**src/hw/rtl/key_event_detector_macros.svh**
```systemverilog
// Assertion macros for the key event detector
`ifndef KEY_EVENT_DETECTOR_MACROS_SVH
`define KEY_EVENT_DETECTOR_MACROS_SVH

// Same-cycle implication, clocked on i_clk, off during reset
`define KED_ASSERT_IMP(label, ante, cons, msg) \
    label: assert property (@(posedge i_clk) disable iff (!i_rst_n) (ante) |-> (cons)) \
        else $error(msg);

// Next-cycle implication, clocked on i_clk, off during reset
`define KED_ASSERT_NXT(label, ante, cons, msg) \
    label: assert property (@(posedge i_clk) disable iff (!i_rst_n) (ante) |=> (cons)) \
        else $error(msg);

`endif

```
**src/hw/rtl/ked_pkg.sv**
```systemverilog
// Package: constants, event codes and types of the key event detector
package ked_pkg;

    localparam int NUM_KEYS   = 16;
    localparam int KEY_ADDR_W = (NUM_KEYS > 1) ? $clog2(NUM_KEYS) : 1;
    localparam int KEY_W      = 4;
    localparam int TIME_W     = 16;
    localparam int TMR_W      = 17;
    localparam int PRESS_W    = 32;
    localparam int CODE_W     = 3;
    localparam int CFG_IDX_W  = 3;
    localparam int CNT_W      = 2;
    localparam int MAX_EVENTS = 3;

    localparam int FIFO_DEPTH = 4;
    localparam int FIFO_AW    = $clog2(FIFO_DEPTH);

    localparam logic [CFG_IDX_W-1:0] CFG_DEBOUNCE     = 3'd0;
    localparam logic [CFG_IDX_W-1:0] CFG_LONG_PRESS   = 3'd1;
    localparam logic [CFG_IDX_W-1:0] CFG_REPEAT_START = 3'd2;
    localparam logic [CFG_IDX_W-1:0] CFG_REPEAT_PER   = 3'd3;
    localparam logic [CFG_IDX_W-1:0] CFG_DCLICK_WIN   = 3'd4;

    localparam logic [TIME_W-1:0] RST_DEBOUNCE     = 16'd20;
    localparam logic [TIME_W-1:0] RST_LONG_PRESS   = 16'd1000;
    localparam logic [TIME_W-1:0] RST_REPEAT_START = 16'd500;
    localparam logic [TIME_W-1:0] RST_REPEAT_PER   = 16'd100;
    localparam logic [TIME_W-1:0] RST_DCLICK_WIN   = 16'd300;

    typedef logic [CODE_W-1:0] t_code;

    localparam t_code EV_PRESS        = 3'd0;
    localparam t_code EV_RELEASE      = 3'd1;
    localparam t_code EV_LONG_RELEASE = 3'd2;
    localparam t_code EV_DOUBLE       = 3'd3;
    localparam t_code EV_LONG         = 3'd4;
    localparam t_code EV_REPEAT       = 3'd5;
    localparam t_code EV_CLICK        = 3'd6;

    typedef struct packed {
        logic               last_raw;
        logic               stable_pressed;
        logic               long_reported;
        logic               click_pending;
        logic [TMR_W-1:0]   debounce_timer;
        logic [PRESS_W-1:0] press_timer;
        logic [TMR_W-1:0]   repeat_timer;
        logic [TMR_W-1:0]   click_wait_timer;
    } t_key_state;

    typedef struct packed {
        logic [KEY_W-1:0]                 key;
        logic [CNT_W-1:0]                 cnt;
        logic [MAX_EVENTS-1:0][CODE_W-1:0] codes;
    } t_result;

endpackage

```
**src/hw/rtl/key_event_detector.sv**
```systemverilog
// Key event detector: per-key debounce; press, release, click, double, long, long-release, repeat events
//
// Input channel (i_in_valid / o_in_stall): one sample of one key per transaction,
// with key index, raw level and milliseconds since the previous poll. A sample with
// zero elapsed time or an out-of-range key is taken and dropped.
// Output channel (o_out_valid / i_out_stall): one event per transaction, with key,
// code and a flag on the last event caused by a sample; a sample yields 0 to 3.
// Configuration: i_cfg_we writes i_cfg_data to register i_cfg_index at a clock edge.
// Per-key state sits in a 16-entry memory with a registered read; each
// sample reads its entry as it is taken, updates it in the next cycle and writes it
// back, with the previous sample's result forwarded when both name the same key.
// Throughput: one sample per cycle while o_in_stall is low and one event per cycle
// while i_out_stall is low; the output side sets the sustained rate when samples
// cause more than one event.
// Events queue in a four-entry result buffer; o_in_stall rises when it could not
// take another sample's events, so a stalled receiver backs up to the input.
// Reset marks every entry invalid so that it reads as zero, restores the register
// defaults and empties the buffer; no clearing pass is needed.
module key_event_detector (
    input  logic                            i_clk,
    input  logic                            i_rst_n,
    input  logic                            i_in_valid,
    output logic                            o_in_stall,
    input  logic [ked_pkg::KEY_W-1:0]       i_key_index,
    input  logic                            i_raw_pressed,
    input  logic [ked_pkg::TIME_W-1:0]      i_elapsed_ms,
    output logic                            o_out_valid,
    input  logic                            i_out_stall,
    output logic [ked_pkg::KEY_W-1:0]       o_event_key,
    output logic [ked_pkg::CODE_W-1:0]      o_event_code,
    output logic                            o_last_event,
    input  logic                            i_cfg_we,
    input  logic [ked_pkg::CFG_IDX_W-1:0]   i_cfg_index,
    input  logic [ked_pkg::TIME_W-1:0]      i_cfg_data
);
    import ked_pkg::*;

    `include "key_event_detector_macros.svh"

    logic [TIME_W-1:0] r_debounce_time;
    logic [TIME_W-1:0] r_long_press_time;
    logic [TIME_W-1:0] r_repeat_start_time;
    logic [TIME_W-1:0] r_repeat_period;
    logic [TIME_W-1:0] r_dclick_window;

    t_key_state        r_mem [NUM_KEYS];
    logic [NUM_KEYS-1:0] r_vld;

    logic              r_s1_valid;
    logic [KEY_W-1:0]  r_s1_key;
    logic              r_s1_raw;
    logic [TIME_W-1:0] r_s1_dt;
    t_key_state        r_rd_state;
    logic              r_rd_vld;
    logic              r_fwd_hit;
    t_key_state        r_fwd_state;

    t_result           r_fifo [FIFO_DEPTH];
    logic [FIFO_AW-1:0] r_wr_ptr;
    logic [FIFO_AW-1:0] r_rd_ptr;
    logic [FIFO_AW:0]  r_fifo_cnt;
    logic [CNT_W-1:0]  r_sub;

    logic              in_accept;
    logic              in_keep;
    logic [KEY_ADDR_W-1:0] in_addr;
    logic [KEY_ADDR_W-1:0] s1_addr;
    logic              out_accept;
    logic              pop;
    logic              push;
    t_result           head;

    t_key_state        cur;
    t_key_state        n_state;
    logic [CNT_W-1:0]  n_cnt;
    logic [MAX_EVENTS:0][CODE_W-1:0] n_codes;

    // Configuration registers
    always_ff @(posedge i_clk) begin
        if (!i_rst_n) begin
            r_debounce_time     <= RST_DEBOUNCE;
            r_long_press_time   <= RST_LONG_PRESS;
            r_repeat_start_time <= RST_REPEAT_START;
            r_repeat_period     <= RST_REPEAT_PER;
            r_dclick_window     <= RST_DCLICK_WIN;
        end else if (i_cfg_we) begin
            unique case (i_cfg_index)
                CFG_DEBOUNCE:     r_debounce_time     <= i_cfg_data;
                CFG_LONG_PRESS:   r_long_press_time   <= i_cfg_data;
                CFG_REPEAT_START: r_repeat_start_time <= i_cfg_data;
                CFG_REPEAT_PER:   r_repeat_period     <= i_cfg_data;
                CFG_DCLICK_WIN:   r_dclick_window     <= i_cfg_data;
                default: ;
            endcase
        end
    end

    assign o_in_stall = ({1'b0, r_fifo_cnt} + {{FIFO_AW{1'b0}}, 1'b0, r_s1_valid})
                        >= (FIFO_AW + 2)'(FIFO_DEPTH);
    assign in_accept  = i_in_valid && !o_in_stall;
    assign in_keep    = in_accept && (i_elapsed_ms != '0)
                        && (32'(i_key_index) < 32'(NUM_KEYS));
    assign in_addr    = i_key_index[KEY_ADDR_W-1:0];
    assign s1_addr    = r_s1_key[KEY_ADDR_W-1:0];

    // State memory: read on each kept transaction, write back from the update stage
    always_ff @(posedge i_clk) begin
        if (in_keep) begin
            r_rd_state <= r_mem[in_addr];
        end
        if (r_s1_valid) begin
            r_mem[s1_addr] <= n_state;
        end
    end

    always_ff @(posedge i_clk) begin
        if (in_keep) begin
            r_s1_key    <= i_key_index;
            r_s1_raw    <= i_raw_pressed;
            r_s1_dt     <= i_elapsed_ms;
            r_rd_vld    <= r_vld[in_addr];
            r_fwd_hit   <= r_s1_valid && (s1_addr == in_addr);
            r_fwd_state <= n_state;
        end
    end

    always_ff @(posedge i_clk) begin
        if (!i_rst_n) begin
            r_vld      <= '0;
            r_s1_valid <= 1'b0;
        end else begin
            r_s1_valid <= in_keep;
            if (r_s1_valid) begin
                r_vld[s1_addr] <= 1'b1;
            end
        end
    end

    // Update stage
    always_comb begin
        logic [TMR_W-1:0]   db1;
        logic               trans;
        logic [PRESS_W:0]   psum;
        logic [TMR_W-1:0]   rsum;
        logic [TMR_W-1:0]   csum;
        logic [TMR_W-1:0]   dt17;

        if (r_fwd_hit) begin
            cur = r_fwd_state;
        end else if (r_rd_vld) begin
            cur = r_rd_state;
        end else begin
            cur = '0;
        end

        dt17    = TMR_W'(r_s1_dt);
        n_state = cur;
        n_cnt   = '0;
        n_codes = '0;

        n_state.last_raw = r_s1_raw;
        if (r_s1_raw != cur.last_raw) begin
            db1 = '0;
        end else if (cur.debounce_timer < TMR_W'(r_debounce_time)) begin
            db1 = cur.debounce_timer + dt17;
        end else begin
            db1 = cur.debounce_timer;
        end
        n_state.debounce_timer = db1;

        trans = (db1 >= TMR_W'(r_debounce_time)) && (cur.stable_pressed != r_s1_raw);

        if (trans) begin
            n_state.stable_pressed = r_s1_raw;
            n_state.press_timer    = '0;
            n_state.repeat_timer   = '0;
            n_state.long_reported  = 1'b0;
            n_codes[n_cnt] = r_s1_raw ? EV_PRESS : EV_RELEASE;
            n_cnt = n_cnt + 1'b1;
            if (!r_s1_raw) begin
                n_state.click_wait_timer = '0;
                if (cur.long_reported) begin
                    n_codes[n_cnt] = EV_LONG_RELEASE;
                    n_cnt = n_cnt + 1'b1;
                    n_state.click_pending = 1'b0;
                end else if (cur.click_pending
                             && (cur.click_wait_timer <= TMR_W'(r_dclick_window))) begin
                    n_codes[n_cnt] = EV_DOUBLE;
                    n_cnt = n_cnt + 1'b1;
                    n_state.click_pending = 1'b0;
                end else begin
                    n_state.click_pending = 1'b1;
                end
            end
        end

        psum = {1'b0, n_state.press_timer} + (PRESS_W + 1)'(r_s1_dt);
        rsum = n_state.repeat_timer + dt17;
        csum = n_state.click_wait_timer + dt17;

        if (n_state.stable_pressed) begin
            n_state.press_timer = psum[PRESS_W] ? '1 : psum[PRESS_W-1:0];
            if (!n_state.long_reported
                && (n_state.press_timer >= PRESS_W'(r_long_press_time))) begin
                n_state.long_reported = 1'b1;
                n_codes[n_cnt] = EV_LONG;
                n_cnt = n_cnt + 1'b1;
            end
            if (n_state.press_timer >= PRESS_W'(r_repeat_start_time)) begin
                if (rsum >= TMR_W'(r_repeat_period)) begin
                    n_state.repeat_timer = '0;
                    n_codes[n_cnt] = EV_REPEAT;
                    n_cnt = n_cnt + 1'b1;
                end else begin
                    n_state.repeat_timer = rsum;
                end
            end
        end else if (n_state.click_pending) begin
            if (csum >= TMR_W'(r_dclick_window)) begin
                n_state.click_pending    = 1'b0;
                n_state.click_wait_timer = '0;
                n_codes[n_cnt] = EV_CLICK;
                n_cnt = n_cnt + 1'b1;
            end else begin
                n_state.click_wait_timer = csum;
            end
        end
    end

    // Result buffer and event serialiser
    assign push        = r_s1_valid && (n_cnt != '0);
    assign head        = r_fifo[r_rd_ptr];
    assign o_out_valid = (r_fifo_cnt != '0);
    assign o_event_key = head.key;
    assign o_event_code = head.codes[r_sub];
    assign o_last_event = (r_sub == (head.cnt - 1'b1));
    assign out_accept  = o_out_valid && !i_out_stall;
    assign pop         = out_accept && o_last_event;

    always_ff @(posedge i_clk) begin
        if (push) begin
            r_fifo[r_wr_ptr] <= '{key: r_s1_key, cnt: n_cnt,
                                  codes: n_codes[MAX_EVENTS-1:0]};
        end
    end

    always_ff @(posedge i_clk) begin
        if (!i_rst_n) begin
            r_wr_ptr   <= '0;
            r_rd_ptr   <= '0;
            r_fifo_cnt <= '0;
            r_sub      <= '0;
        end else begin
            if (push) begin
                r_wr_ptr <= r_wr_ptr + 1'b1;
            end
            if (pop) begin
                r_rd_ptr <= r_rd_ptr + 1'b1;
                r_sub    <= '0;
            end else if (out_accept) begin
                r_sub <= r_sub + 1'b1;
            end
            if (push && !pop) begin
                r_fifo_cnt <= r_fifo_cnt + 1'b1;
            end else if (pop && !push) begin
                r_fifo_cnt <= r_fifo_cnt - 1'b1;
            end
        end
    end

    `KED_ASSERT_IMP(a_no_overflow, push && !pop, r_fifo_cnt < (FIFO_AW + 1)'(FIFO_DEPTH), "result buffer overflow")
    `KED_ASSERT_IMP(a_sub_in_range, o_out_valid, (r_sub < head.cnt) && (head.cnt != '0), "event index beyond entry count")
    `KED_ASSERT_NXT(a_last_restarts, pop, r_sub == '0, "event index not restarted after last event")
    `KED_ASSERT_IMP(a_full_stalls, r_fifo_cnt == (FIFO_AW + 1)'(FIFO_DEPTH), o_in_stall, "input taken with full result buffer")

endmodule
```
**config.mk**
```make
export PLATFORM = sky130hd
export DESIGN_NAME = key_event_detector
export DESIGN_NICKNAME = d
export VERILOG_FILES = /design/src/hw/rtl/ked_pkg.sv /design/src/hw/rtl/key_event_detector.sv
export VERILOG_INCLUDE_DIRS = /design/src /design/src/hw/rtl
export SDC_FILE = /design/constraint.sdc
export NUM_CORES = 2
export LEC_CHECK = 0
export ABC_AREA = 1
export BUFFER_PORTS_ARGS = -buffer_cell sky130_fd_sc_hd__buf_4
export CAP_MARGIN = 20
export CORE_MARGIN = 5
export CORE_UTILIZATION = 40
export DETAILED_ROUTE_END_ITERATION = 10
export GPL_TIMING_DRIVEN = 0
export SLEW_MARGIN = 10
export SYNTH_ARGS = -nofsm -noshare
export SYNTH_HDL_FRONTEND = slang
export SYNTH_SLANG_ARGS = --single-unit
export TNS_END_PERCENT = 10
```
**constraint.sdc**
```tcl
create_clock -name i_clk -period 28.1 [get_ports i_clk]
set_input_delay 1.405 -clock i_clk [delete_from_list [all_inputs] [get_ports i_clk]]
set_output_delay 1.405 -clock i_clk [all_outputs]
set_load 0.05 [all_outputs]
```
==> run_results.csv <==
group,metric,value,unit
cts,cts.sinks,1757,
synth,synth_async_sr_flop_share,0,
placement,io_buffer_count,54,
global_routing,grt_pass1_vias,51170,
placement,gp_congestion,0.9278,
critical_path,crit_buf_inv,20,
synth,netlist_top_cells_area,"edfxtp_1, o21ai_0, nor2_1, o221ai_1, ha_1",
synth,synth.most_common_cell,"edfxtp_1",
timing,finalSetupViolations,0,
power,power_leakage,30.06,nW
finish,area_growth,16.83,%
floorplan,fp.dieH,440.6,um
cts,cts_setup_buffers,0,
global_routing,grt_pass1_wl,369.0,mm
timing,finalSetupTns,0,ns
hold_path,hold_class,"register to register",
finish,fin_area,0.08665,mm^2
drt,wirelength,264.4,mm
finish,layout-drive-gt1-share,0.09299,
critical_path,cp.required,28.85,ns
finish,fin_nets,6684,
global_routing,grt_overflow_total,0,
floorplan,core_region_area,0.1848,mm^2
drt,ant_nets,0,
hold_path,min_to,"r_long_press_time[2]",
critical_path,r2r-end,"r_fifo_cnt[2]",
drt,wl_per_cell,29.08,um
critical_path,crit_fanout,11,
floorplan,ios,55,
power,vdd.ir_drop.worst,0.06971,mV
synth,synth_seq_cells,1757,
drt,dr.pass1.iters,6,
hold_path,min-delay-start,"r_long_press_time[2]",
floorplan,die_area,0.1941,mm^2
timing,timing.hold.ws,0.4614,ns
timing,grt_setup_unrepaired,"false",
critical_path,cp_top_family,"simple AND/OR/NAND/NOR gates",
run_status,status,"complete, no violations",
placement,post-dp-hpwl,184.1,mm
critical_path,endpoint_kind,"register",
critical_path,r2r_slack,11.18,ns
critical_path,r2r-start,"r_fwd_hit",
cts,cts_buffer_depth,3,
floorplan,initial_core_util,0.4013,
critical_path,crit_path_top_delay_cell,"nor2_1",
synth,synth_warnings,0,
placement,post_dp_cell_area,0.08082,mm^2
synth,avgSynthCellArea,12.31,um^2
synth,yosysUniqueCellTypes,58,
critical_path,arrival,17.68,ns
floorplan,die_w,440.6,um
finish,fill_cells,16400,
power,p_per_area,96.91,mW/mm^2
synth,synthTopCellsByCount,"edfxtp_1, nor2_1, o21ai_0, nand2_1, clkbuf_1",
timing,relSlewSlack,0.1847,
synth,synth.yosys.seq_area_share,0.6967,
timing,slew_viol_final,0,
critical_path,max_stage_delay,0.78,ns
hold_path,hold_path_depth,2,
global_routing,grt_max_degree,27,
cts,path_clk_slew,0.06,ns
finish,fin_util,0.4688,
timing,fin_crit_sh,0.6022,
cts,ctsResizeCount,0,
timing,worst_slew_pin_slew,1.223,ns
floorplan,rows,158,
timing,finalHoldViolCount,0,
timing,finalClockSkew,0.04707,ns
drt,num_vias,54170,
timing,fmax,59.09,MHz
synth,syn_inst,6024,
cts,numCtsBuffers,180,
flow_run,drv_cap,0,
timing,fin_crit,16.92,ns
cts,hold_buffers,0,
critical_path,path_class,"register to register",
global_routing,antenna_found_initial,16,
synth,syn_nets,6260,
critical_path,rr_worst_depth,83,
finish,seq_area,0.05168,mm^2
cts,cts_tree,"done",
synth,synth-main-ff-cell,"edfxtp_1",
synth,yosysTopAreaCell,"edfxtp_1",
drt,vias_per_cell,5.958,
critical_path,cpMostUsedCell,"nand2_1",
synth,netlist_area,0.07417,mm^2
cts,clk_latency,0.85,ns
synth,synth_edf_count,1649,
critical_path,cp-start-kind,"register",
global_routing,track_usage,0.2653,
drt,drc,0,
synth,yosys.area.top_type_share,0.6676,
drt,drt_iter0_drc,7593,
finish,multi_input_area,0.02010,mm^2
cts,clockRootBuffer,"clkbuf_16",
cts,htreeDepth,4,
routing by layer:
layer / part of all wire / track usage
met5: 0.00037 / 0
met4: 0.055 / 0.1331
met3: 0.12 / 0.07674
met2: 0.44 / 0.4071
met1: 0.38 / 0.3449
worst register-to-register path: cells and delay by family, from the launching register on:
family                   cells  cell delay [ns]
XOR/XNOR                     1             0.20
AO/OA/AOI/OAI               17             2.62
adder cells (fa/ha/maj)      7             2.02
AND/OR/NAND/NOR             37             6.14
buffers and inverters       20             5.12
multiplexers                 1             0.09
flip-flops                   1             0.66
cell families (layout without fill, tap and decap cells):
group,Yosys count,count (layout),synth area share
DFF,1757,1757,0.6967
adders and majority gates,191,191,0.03273
muxes,8,8,0.001080
other,0,20,0
and+or+nand+nor,1620,1620,0.08831
xor gates and xnor gates,58,58,0.006950
buffers and inverters,698,1266,0.03563
AOI/OAI and AO/OA,1692,1692,0.1386
cells in the final DEF, fill, tap and decap left out, types with 92 or more instances in the layout:
cell,Yosys,layout
edfxtp_1,1649,1649
nor2_1,953,929
o21ai_0,882,836
nand2_1,420,420
clkbuf_1,338,356
inv_1,322,322
o221ai_1,276,276
ha_1,186,186
clkbuf_16,0,183
a21oi_1,179,178
nand3_1,168,168
buf_4,3,118
dfxtp_1,108,108
o211ai_1,106,106
o22ai_1,92,92
how the worst max path moves through the flow:
stage / cells past startpoint / slack [ns] / endpoint / startpoint
detailed placement: 72 / 11.50 / r_mem[0][27] / r_fwd_hit
CTS: 72 / 11.47 / r_mem[7][27] / r_fwd_hit
finish: 83 / 11.18 / r_fifo_cnt[2] / r_fwd_hit
floorplan: 4 / 12.32 / r_fwd_hit / i_elapsed_ms[11]
global placement: 5 / 3.70 / r_fwd_state[50] / i_elapsed_ms[12]
global route: 83 / 10.37 / r_fifo_cnt[2] / r_fwd_hit
metrics by stage:
| stage | worst slack [ns] | cells | power, mW |
|---|---|---|---|
| CTS | 11.47 | 9063 | 8.319 |
| global route | 10.37 | 9073 | 8.693 |
| global placement | 3.697 | 8558 | 5.840 |
| finish | 11.18 | 9092 | 8.398 |
| floorplan | 12.32 | 6024 | 4.957 |
| detailed placement | 11.50 | 8737 | 5.995 |
state kept, by name (all words and copies together) (netlist names), 2 cells and up, named ones only:
name                 count
r_dclick_window         16
r_debounce_time         16
r_fifo                  60
r_fifo_cnt               3
r_fwd_state             87
r_long_press_time       16
r_mem                 1392
r_rd_ptr                 2
r_rd_state              87
r_repeat_period         16
r_repeat_start_time     16
r_s1_dt                 16
r_s1_key                 4
r_sub                    2
r_vld                   16
r_wr_ptr                 2
cell type report:
class,instances,share of cell area
diodes,20,0.0005776
repair buffers,242,0.03873
plain buffers,365,0.01640
multi-input cells,3569,0.2320
clock inverters,101,0.01079
flip-flops and latches,1757,0.5964
inverters,333,0.01442
clock buffers,225,0.05490
well taps,2480,0.03581
report_power, final:
part / leakage [nW] / switching, mW / internal [mW]
Clock: 2.76 / 1.03 / 1.33
Combinational: 11.2 / 1.78 / 0.608
Sequential: 16.1 / 0.0676 / 3.58
Total: 30.1 / 2.88 / 5.52
(Power assumes the default switching activity.)
